File: config.mk
export PLATFORM = sky130hd
export DESIGN_NAME = jpeg_app1_segment_stripper
export DESIGN_NICKNAME = d
export VERILOG_FILES = /design/src/sv/jas_pkg.sv /design/src/sv/jas_csr.sv /design/src/sv/jas_parser.sv /design/src/sv/jas_out_fifo.sv /design/src/sv/jpeg_app1_segment_stripper.sv
export SDC_FILE = /design/constraint.sdc
export NUM_CORES = 1
export LEC_CHECK = 0
export BUFFER_PORTS_ARGS = -buffer_cell sky130_fd_sc_hd__buf_2
export CAP_MARGIN = 20
export CORE_ASPECT_RATIO = 1.5
export CORE_UTILIZATION = 23
export CTS_BUF_LIST = sky130_fd_sc_hd__clkbuf_16
export DETAILED_ROUTE_END_ITERATION = 10
export SYNTH_ARGS = -nofsm -noshare
export SYNTH_HDL_FRONTEND = slang
export SYNTH_SLANG_ARGS = --single-unit
File: constraint.sdc
create_clock -name clock -period 8.6 [get_ports clock]
set_input_delay 0 -clock clock [delete_from_list [all_inputs] [get_ports clock]]
set_output_delay 0 -clock clock [all_outputs]
set_load 0.03 [all_outputs]
File: src/sv/jas_pkg.sv
`default_nettype none

package jas_pkg;

   localparam logic [7:0] MARK_PREFIX = 8'hFF;
   localparam logic [7:0] MARK_SOI    = 8'hD8;
   localparam logic [7:0] MARK_APP1   = 8'hE1;
   localparam logic [7:0] MARK_SOS    = 8'hDA;
   localparam logic [7:0] MARK_EOI    = 8'hD9;

   localparam int unsigned FIFO_DEPTH = 4;
   localparam int unsigned FIFO_AW    = $clog2(FIFO_DEPTH);
   localparam int unsigned FIFO_CW    = $clog2(FIFO_DEPTH + 1);

   localparam int unsigned CSR_AW = 3;
   localparam logic [CSR_AW-1:0] CSR_STRIP_ENABLE = 3'd0;

   typedef enum logic [3:0] {
      MODE_FIRST  = 4'd0,
      MODE_SECOND = 4'd1,
      MODE_PASS   = 4'd2,
      MODE_SCAN   = 4'd3,
      MODE_MARKER = 4'd4,
      MODE_LENHI  = 4'd5,
      MODE_LENLO  = 4'd6,
      MODE_BODY   = 4'd7
   } mode_type;

   typedef struct packed {
      logic [7:0] in_byte;
      logic       in_last;
   } req_type;

   typedef struct packed {
      logic [7:0] out_byte;
      logic       byte_valid;
      logic       run_end;
      logic       stream_end;
   } rsp_type;

   // results produced by one input transaction
   typedef struct packed {
      logic [1:0] count;
      rsp_type    first;
      rsp_type    second;
   } push_type;

endpackage

`default_nettype wire

File: src/sv/jas_csr.sv
`default_nettype none

module jas_csr
   import jas_pkg::*;
(
   input  wire logic              clock,
   input  wire logic              reset,
   input  wire logic              csr_psel,
   input  wire logic              csr_penable,
   input  wire logic              csr_pwrite,
   input  wire logic [CSR_AW-1:0] csr_paddr,
   input  wire logic [31:0]       csr_pwdata,
   output logic      [31:0]       csr_prdata,
   output logic                   csr_pready,
   output logic                   strip_enable
);

   logic strip_enable_ff;
   logic strip_enable_in;
   logic wr_en;

   assign wr_en      = csr_psel && csr_penable && csr_pwrite && (csr_paddr == CSR_STRIP_ENABLE);
   assign csr_pready = 1'b1;

   always_comb begin
      strip_enable_in = strip_enable_ff;
      if (wr_en) begin
         strip_enable_in = csr_pwdata[0];
      end
   end

   always_ff @(posedge clock) begin
      if (reset) begin
         strip_enable_ff <= 1'b1;
      end else begin
         strip_enable_ff <= strip_enable_in;
      end
   end

   always_comb begin
      csr_prdata = 32'd0;
      if (csr_paddr == CSR_STRIP_ENABLE) begin
         csr_prdata = {31'd0, strip_enable_ff};
      end
   end

   assign strip_enable = strip_enable_ff;

endmodule

`default_nettype wire

File: src/sv/jas_parser.sv
`default_nettype none

module jas_parser
   import jas_pkg::*;
(
   input  wire logic     clock,
   input  wire logic     reset,
   input  wire logic     strip_enable,
   input  wire logic     accept,
   input  wire req_type  req,
   output push_type      push
);

   mode_type    mode_ff, mode_in;
   logic        first_ff_ff, first_ff_in;
   logic        drop_ff, drop_in;
   logic [7:0]  len_hi_ff, len_hi_in;
   logic [15:0] remain_ff, remain_in;

   logic [7:0]  b;
   logic [15:0] len;
   logic [15:0] remain_dec;
   logic [1:0]  n;
   logic [7:0]  byte0, byte1;

   assign b          = req.in_byte;
   assign len        = {len_hi_ff, b};
   assign remain_dec = remain_ff - 16'd1;

   always_comb begin
      mode_in     = mode_ff;
      first_ff_in = first_ff_ff;
      drop_in     = drop_ff;
      len_hi_in   = len_hi_ff;
      remain_in   = remain_ff;
      n           = 2'd0;
      byte0       = b;
      byte1       = b;

      unique case (mode_ff)
         MODE_FIRST: begin
            if (strip_enable && b == MARK_PREFIX) begin
               first_ff_in = 1'b1;
               mode_in     = MODE_SECOND;
               if (req.in_last) begin
                  n = 2'd1;
               end
            end else begin
               n       = 2'd1;
               mode_in = MODE_PASS;
            end
         end
         MODE_SECOND: begin
            n       = 2'd2;
            byte0   = MARK_PREFIX;
            mode_in = (b == MARK_SOI) ? MODE_SCAN : MODE_PASS;
         end
         MODE_SCAN: begin
            if (b == MARK_PREFIX) begin
               mode_in = MODE_MARKER;
               if (req.in_last) begin
                  n = 2'd1;
               end
            end else begin
               n = 2'd1;
            end
         end
         MODE_MARKER: begin
            if (b == MARK_APP1) begin
               drop_in = 1'b1;
               mode_in = MODE_LENHI;
            end else begin
               n     = 2'd2;
               byte0 = MARK_PREFIX;
               if (b == MARK_SOS) begin
                  mode_in = MODE_PASS;
               end else if (b == MARK_EOI) begin
                  mode_in = MODE_SCAN;
               end else begin
                  drop_in = 1'b0;
                  mode_in = MODE_LENHI;
               end
            end
         end
         MODE_LENHI: begin
            len_hi_in = b;
            n         = drop_ff ? 2'd0 : 2'd1;
            mode_in   = MODE_LENLO;
         end
         MODE_LENLO: begin
            remain_in = (len < 16'd2) ? 16'd0 : len - 16'd2;
            n         = drop_ff ? 2'd0 : 2'd1;
            mode_in   = (len > 16'd2) ? MODE_BODY : MODE_SCAN;
         end
         MODE_BODY: begin
            n         = drop_ff ? 2'd0 : 2'd1;
            remain_in = remain_dec;
            if (remain_dec == 16'd0) begin
               mode_in = MODE_SCAN;
            end
         end
         default: begin
            n = 2'd1;
         end
      endcase

      if (req.in_last) begin
         mode_in     = MODE_FIRST;
         first_ff_in = 1'b0;
         drop_in     = 1'b0;
         len_hi_in   = 8'd0;
         remain_in   = 16'd0;
      end
   end

   // build result words; end-only result when the final byte emits nothing
   always_comb begin
      push.first  = '0;
      push.second = '0;
      if (n == 2'd0) begin
         push.count             = req.in_last ? 2'd1 : 2'd0;
         push.first.run_end     = 1'b1;
         push.first.stream_end  = 1'b1;
      end else begin
         push.count             = n;
         push.first.out_byte    = byte0;
         push.first.byte_valid  = 1'b1;
         push.second.out_byte   = byte1;
         push.second.byte_valid = 1'b1;
         if (n == 2'd1) begin
            push.first.run_end    = 1'b1;
            push.first.stream_end = req.in_last;
         end else begin
            push.second.run_end    = 1'b1;
            push.second.stream_end = req.in_last;
         end
      end
      if (!accept) begin
         push.count = 2'd0;
      end
   end

   always_ff @(posedge clock) begin
      if (reset) begin
         mode_ff     <= MODE_FIRST;
         first_ff_ff <= 1'b0;
         drop_ff     <= 1'b0;
         len_hi_ff   <= 8'd0;
         remain_ff   <= 16'd0;
      end else if (accept) begin
         mode_ff     <= mode_in;
         first_ff_ff <= first_ff_in;
         drop_ff     <= drop_in;
         len_hi_ff   <= len_hi_in;
         remain_ff   <= remain_in;
      end
   end

endmodule

`default_nettype wire

File: src/sv/jas_out_fifo.sv
`default_nettype none

module jas_out_fifo
   import jas_pkg::*;
(
   input  wire logic     clock,
   input  wire logic     reset,
   input  wire push_type push,
   output logic          room,
   output logic          rsp_valid,
   input  wire logic     rsp_stall,
   output rsp_type       rsp_payload
);

   rsp_type              mem [FIFO_DEPTH];
   logic [FIFO_AW-1:0]   wr_ptr_ff, wr_ptr_in;
   logic [FIFO_AW-1:0]   rd_ptr_ff, rd_ptr_in;
   logic [FIFO_CW-1:0]   count_ff, count_in;
   logic                 pop;
   logic [FIFO_AW-1:0]   wr_ptr_next;

   assign pop         = rsp_valid && !rsp_stall;
   assign wr_ptr_next = wr_ptr_ff + FIFO_AW'(1);

   always_comb begin
      wr_ptr_in = wr_ptr_ff + FIFO_AW'(push.count);
      rd_ptr_in = rd_ptr_ff + FIFO_AW'(pop);
      count_in  = count_ff + FIFO_CW'(push.count) - FIFO_CW'(pop);
   end

   always_ff @(posedge clock) begin
      if (reset) begin
         wr_ptr_ff <= '0;
         rd_ptr_ff <= '0;
         count_ff  <= '0;
      end else begin
         wr_ptr_ff <= wr_ptr_in;
         rd_ptr_ff <= rd_ptr_in;
         count_ff  <= count_in;
      end
   end

   always_ff @(posedge clock) begin
      if (push.count != 2'd0) begin
         mem[wr_ptr_ff] <= push.first;
      end
      if (push.count == 2'd2) begin
         mem[wr_ptr_next] <= push.second;
      end
   end

   assign rsp_valid   = (count_ff != '0);
   assign rsp_payload = mem[rd_ptr_ff];
   assign room        = (count_ff <= FIFO_CW'(FIFO_DEPTH - 2));

endmodule

`default_nettype wire

File: src/sv/jpeg_app1_segment_stripper.sv
// JPEG APP1 segment stripper. Takes one file byte per transaction on req_ and
// gives the filtered stream on rsp_, one result per transaction; a file is
// parsed only when strip_enable is set and it opens with FF D8. A byte is taken
// every cycle while the four-entry result queue has room for two results;
// an FF held back for one byte and released together with the next gives two
// results from one input, so the sustained rate is one byte per cycle,
// bounded by the rsp_ side at one result per cycle. An accepted byte's results
// are written into the result queue, whose count register drives rsp_valid.
// strip_enable, at address 0, is sampled at the first byte of each file.
`default_nettype none

module jpeg_app1_segment_stripper
   import jas_pkg::*;
(
   input  wire logic              clock,
   input  wire logic              reset,
   input  wire logic              req_valid,
   output logic                   req_stall,
   input  wire req_type           req_payload,
   output logic                   rsp_valid,
   input  wire logic              rsp_stall,
   output rsp_type                rsp_payload,
   input  wire logic              csr_psel,
   input  wire logic              csr_penable,
   input  wire logic              csr_pwrite,
   input  wire logic [CSR_AW-1:0] csr_paddr,
   input  wire logic [31:0]       csr_pwdata,
   output logic      [31:0]       csr_prdata,
   output logic                   csr_pready
);

   logic     strip_enable;
   logic     room;
   logic     accept;
   push_type push;

   assign req_stall = !room;
   assign accept    = req_valid && room;

   jas_csr u_csr (
      .clock        (clock),
      .reset        (reset),
      .csr_psel     (csr_psel),
      .csr_penable  (csr_penable),
      .csr_pwrite   (csr_pwrite),
      .csr_paddr    (csr_paddr),
      .csr_pwdata   (csr_pwdata),
      .csr_prdata   (csr_prdata),
      .csr_pready   (csr_pready),
      .strip_enable (strip_enable)
   );

   jas_parser u_parser (
      .clock        (clock),
      .reset        (reset),
      .strip_enable (strip_enable),
      .accept       (accept),
      .req          (req_payload),
      .push         (push)
   );

   jas_out_fifo u_out_fifo (
      .clock       (clock),
      .reset       (reset),
      .push        (push),
      .room        (room),
      .rsp_valid   (rsp_valid),
      .rsp_stall   (rsp_stall),
      .rsp_payload (rsp_payload)
   );

endmodule

`default_nettype wire

==> impl_metrics.prom <==
# TYPE chip_impl_metric gauge
chip_impl_info{name="outcome",value="complete, no violations"} 1
chip_impl_metric{name="post_cts_resize_count",unit=""} 0
chip_impl_metric{name="grt_pass1_wl",unit="um"} 17800
chip_impl_metric{name="final_period_minus_worst_setup_slack",unit="ns"} 3.03
chip_impl_metric{name="grt_antenna_before_repair",unit=""} 1
chip_impl_metric{name="cts.htree.levels",unit=""} 3
chip_impl_metric{name="hold-worst-slack",unit="ns"} 0.0171
chip_impl_metric{name="detailedRoute.firstIterationViolations",unit=""} 246
chip_impl_metric{name="cp_data_arrival_time",unit="ns"} 3.22
chip_impl_info{name="worst_r2r_endpoint",value="u_out_fifo.count_ff[2]"} 1
chip_impl_info{name="holdCritPathClass",value="primary input to flop"} 1
chip_impl_metric{name="power.density",unit="nW/um^2"} 224
chip_impl_info{name="critPathLaunchType",value="flop"} 1
chip_impl_metric{name="fin_crit_sh",unit=""} 0.352
chip_impl_metric{name="tightestPinTransition",unit="ns"} 1.02
chip_impl_metric{name="ios",unit=""} 97
chip_impl_metric{name="dpl.cell_count",unit=""} 771
chip_impl_metric{name="worst-r2r-setup-slack",unit="ns"} 5.57
chip_impl_info{name="synth_area_leader_cell",value="sky130_fd_sc_hd__edfxtp_1"} 1
chip_impl_metric{name="instances_no_fill",unit=""} 790
chip_impl_metric{name="wire_length_reported_by_the_detailed_router",unit="um"} 11000
chip_impl_info{name="cts_root_buffer",value="sky130_fd_sc_hd__clkbuf_16"} 1
chip_impl_metric{name="placementRows",unit=""} 63
chip_impl_metric{name="cp_max_fo",unit=""} 10
chip_impl_metric{name="p_leak",unit="nW"} 1.91
chip_impl_metric{name="yosysTopAreaCellShare",unit=""} 0.280
chip_impl_info{name="min_to",value="u_csr.strip_enable"} 1
chip_impl_metric{name="viasPerCell",unit=""} 4.72
chip_impl_metric{name="remaining_drc_errors",unit=""} 0
chip_impl_info{name="setup.worst_path.class",value="flop to flop"} 1
chip_impl_metric{name="initial_utilization",unit=""} 0.236
chip_impl_metric{name="critPathRequiredTime",unit="ns"} 8.79
chip_impl_info{name="ys_top_cells_by_area",value="sky130_fd_sc_hd__edfxtp_1 28%, sky130_fd_sc_hd__dfxtp_1 15%, sky130_fd_sc_hd__mux4_2 5.3%, sky130_fd_sc_hd__buf_4 5.1%, sky130_fd_sc_hd__nand2_1 4.7%"} 1
chip_impl_metric{name="synth-warning-count",unit=""} 0
chip_impl_metric{name="vdd_drop_max",unit="V"} 0.0000887
chip_impl_info{name="cts_tree",value="yes"} 1
chip_impl_info{name="worst_hold_startpoint",value="csr_penable"} 1
chip_impl_metric{name="total_power",unit="mW"} 1.19
chip_impl_info{name="critical_path.reg2reg.startpoint",value="u_parser.mode_ff[1]"} 1
chip_impl_metric{name="worst_r2r_path_depth",unit=""} 14
chip_impl_metric{name="layout-drive-gt1-share",unit=""} 0.151
chip_impl_metric{name="vias",unit=""} 3730
chip_impl_metric{name="timing.clock.skew",unit="ns"} 0.00801
chip_impl_metric{name="maximum_number_of_pins_on_one_net_before_global_route_repair",unit=""} 36
chip_impl_metric{name="layout_setup_ws",unit="ns"} 5.57
chip_impl_metric{name="postLayoutCellArea",unit="um^2"} 5310
chip_impl_metric{name="layout.nets",unit=""} 584
chip_impl_metric{name="postLayoutCoreUtil",unit=""} 0.266
chip_impl_metric{name="first_global_vias",unit=""} 3392
chip_impl_metric{name="cts_buffers",unit=""} 9
chip_impl_metric{name="synthesis.area",unit="um^2"} 4710
chip_impl_metric{name="critical_path.max_stage_delay",unit="ns"} 0.54
chip_impl_metric{name="max_capacitance_violation_total",unit=""} 0
chip_impl_info{name="cp-end-kind",value="flop"} 1
chip_impl_metric{name="overall_die_width",unit="um"} 119
chip_impl_metric{name="synthesis.area_per_instance",unit="um^2"} 9.31
chip_impl_metric{name="worstSkewPairLatency",unit="ns"} 0.34
chip_impl_metric{name="area_growth",unit="%"} 12.6
chip_impl_info{name="mostFrequentLayoutCell",value="sky130_fd_sc_hd__nand2_1"} 1
chip_impl_metric{name="ys_ff_latch",unit=""} 80
chip_impl_metric{name="pre_cts_setup_slack",unit="ns"} 5.56
chip_impl_info{name="cpMostUsedCell",value="sky130_fd_sc_hd__inv_1"} 1
chip_impl_info{name="timing.critical_path.cells",value="inv_1 > a21oi_1 > nor3_1 > o31ai_1 > o21a_1 > inv_1 > ha_1 > inv_1 > ha_1 > inv_1 > fa_1 > xnor2_1 > xnor2_1 > nor2_1"} 1
chip_impl_metric{name="total_grt_overflow",unit=""} 0
chip_impl_metric{name="floorplan.die.height",unit="um"} 177
chip_impl_metric{name="slew_viol_final",unit=""} 0
chip_impl_metric{name="fp.dieArea",unit="um^2"} 21100
chip_impl_metric{name="cts.path.max_buffers",unit=""} 2
chip_impl_metric{name="globalplace.congestion",unit=""} 0.799
chip_impl_metric{name="tns",unit="ns"} 0
chip_impl_info{name="layout_common_cells",value="59 x sky130_fd_sc_hd__nand2_1, 45 x sky130_fd_sc_hd__nor2_1, 44 x sky130_fd_sc_hd__edfxtp_1"} 1
chip_impl_metric{name="finalSetupViolCount",unit=""} 0
chip_impl_metric{name="whs_path_depth",unit=""} 4
chip_impl_metric{name="syn-instance-count",unit=""} 506
chip_impl_metric{name="synth_async_sr_flop_share",unit=""} 0
chip_impl_metric{name="ys_seq_area_frac",unit=""} 0.433
chip_impl_metric{name="io_buffers",unit=""} 33
chip_impl_info{name="library_cell_contributing_the_largest_single_delay_on_the_critical_path",value="sky130_fd_sc_hd__dfxtp_1"} 1
chip_impl_metric{name="clock.fmax",unit="MHz"} 330
chip_impl_metric{name="postPlaceCellArea",unit="um^2"} 4990
chip_impl_metric{name="clk_pin_slew",unit="ns"} 0.06
chip_impl_metric{name="grt.total_usage",unit=""} 0.110
chip_impl_metric{name="filler_cell_count",unit=""} 2096
chip_impl_metric{name="number_of_distinct_library_cells_after_synthesis",unit=""} 63
chip_impl_metric{name="post_cts_hold_buffer_count",unit=""} 1
chip_impl_metric{name="synth_edf_count",unit=""} 44
chip_impl_metric{name="post-cts-setup-buffer-count",unit=""} 0
chip_impl_metric{name="avgRoutedWirePerCell",unit="um"} 13.9
chip_impl_metric{name="remaining_antenna_violation_count_after_routing",unit=""} 0
chip_impl_info{name="unrepaired_setup_endpoints_after_global_routing",value="no"} 1
chip_impl_metric{name="timing.max_slew.rel_slack",unit=""} 0.317
chip_impl_metric{name="first_pass_detailed_route_iteration_total",unit=""} 5
chip_impl_metric{name="placeable_core_region",unit="um^2"} 19900
chip_impl_metric{name="detailed_place_hpwl",unit="um"} 7590
chip_impl_metric{name="number_of_sinks_on_the_clock_net",unit=""} 80
chip_impl_metric{name="final-hold-violation-count",unit=""} 0
chip_impl_info{name="synth_flop_cell",value="sky130_fd_sc_hd__edfxtp_1"} 1
[state kept, by name, indices dropped and copies added, names as in the netlist]
signal,cells
u_out_fifo.count_ff,3
u_parser.drop_ff,1
u_out_fifo.rd_ptr_ff,2
u_parser.mode_ff,3
u_csr.strip_enable,1
u_out_fifo.wr_ptr_ff,2
u_parser.len_hi_ff,8
u_parser.remain_ff,16
u_out_fifo.mem,44
[cells in the mapped netlist, drive strengths merged, types with 11 or more instances]
cell type and number:
inv 16, a21oi 43, nor2 46, clkbuf 25, buf 36, edfxtp 44
xnor2 19, nor3 29, nand2 59, o21ai 19, dfxtp 36, mux4 11
[how the worst max path moves through the flow]
stage	slack, ns	to	startpoint
2_1_floorplan	5.80	u_out_fifo.mem[0][0]	u_parser.mode_ff[1]
3_3_place_gp	5.58	u_out_fifo.count_ff[2]	u_parser.mode_ff[1]
3_5_place_dp	5.56	u_out_fifo.count_ff[2]	u_parser.mode_ff[1]
4_1_cts	5.54	u_out_fifo.count_ff[2]	u_parser.mode_ff[1]
5_1_grt	5.27	u_out_fifo.count_ff[2]	u_parser.mode_ff[0]
6_report	5.57	u_out_fifo.count_ff[2]	u_parser.mode_ff[1]
[layer usage]
| layer | track usage | vias up | wire length (um) |
|---|---|---|---|
| li1 | - | 1807 | - |
| met1 | 0.121 | 1794 | 4590 |
| met2 | 0.198 | 107 | 5620 |
| met3 | 0.0284 | 22 | 487 |
| met4 | 0.0469 | 0 | 280 |
| met5 | 0 | - | 0 |
[logic make-up (layout without fill, tap and decap cells)]
| group | after synthesis | after routing | share of synthesized area |
|---|---|---|---|
| AOI/OAI and AO/OA | 100 | 100 | 0.134 |
| buffers and inverters | 78 | 71 | 0.0895 |
| adders and majority gates | 9 | 9 | 0.0255 |
| other | 2 | 33 | 0.00159 |
| muxes | 15 | 15 | 0.0614 |
| DFF | 80 | 80 | 0.433 |
| and+or+nand+nor | 197 | 197 | 0.209 |
| xor gates and xnor gates | 25 | 25 | 0.0465 |
[critical path: cells and delay by family, from the launching register on]
kind                       cells  cell delay [ns]
AOI/OAI and AO/OA              3             0.87
DFF                            1             0.54
adders and majority gates      3             0.76
buffers and inverters          4             0.29
and+or+nand+nor                2             0.12
xor gates and xnor gates       2             0.30
[area by class of cell]
cell class | instances | area, um^2 | area share
Multi-Input combinational cell | 378 | 2370 | 0.447
Sequential cell | 80 | 2040 | 0.385
Tap cell | 260 | 325 | 0.0613
Clock buffer | 9 | 225 | 0.0425
Timing Repair Buffer | 38 | 205 | 0.0387
Clock inverter | 7 | 71.3 | 0.0134
Inverter | 17 | 63.8 | 0.0120
Antenna cell | 1 | 2.50 | 0.000472
[power by group]
part | switching [mW] | internal (mW)
registers | 0.0400 | 0.441
logic | 0.199 | 0.128
clock network | 0.156 | 0.225
total | 0.395 | 0.794
Note: power is estimated with default switching activity, not from simulation.
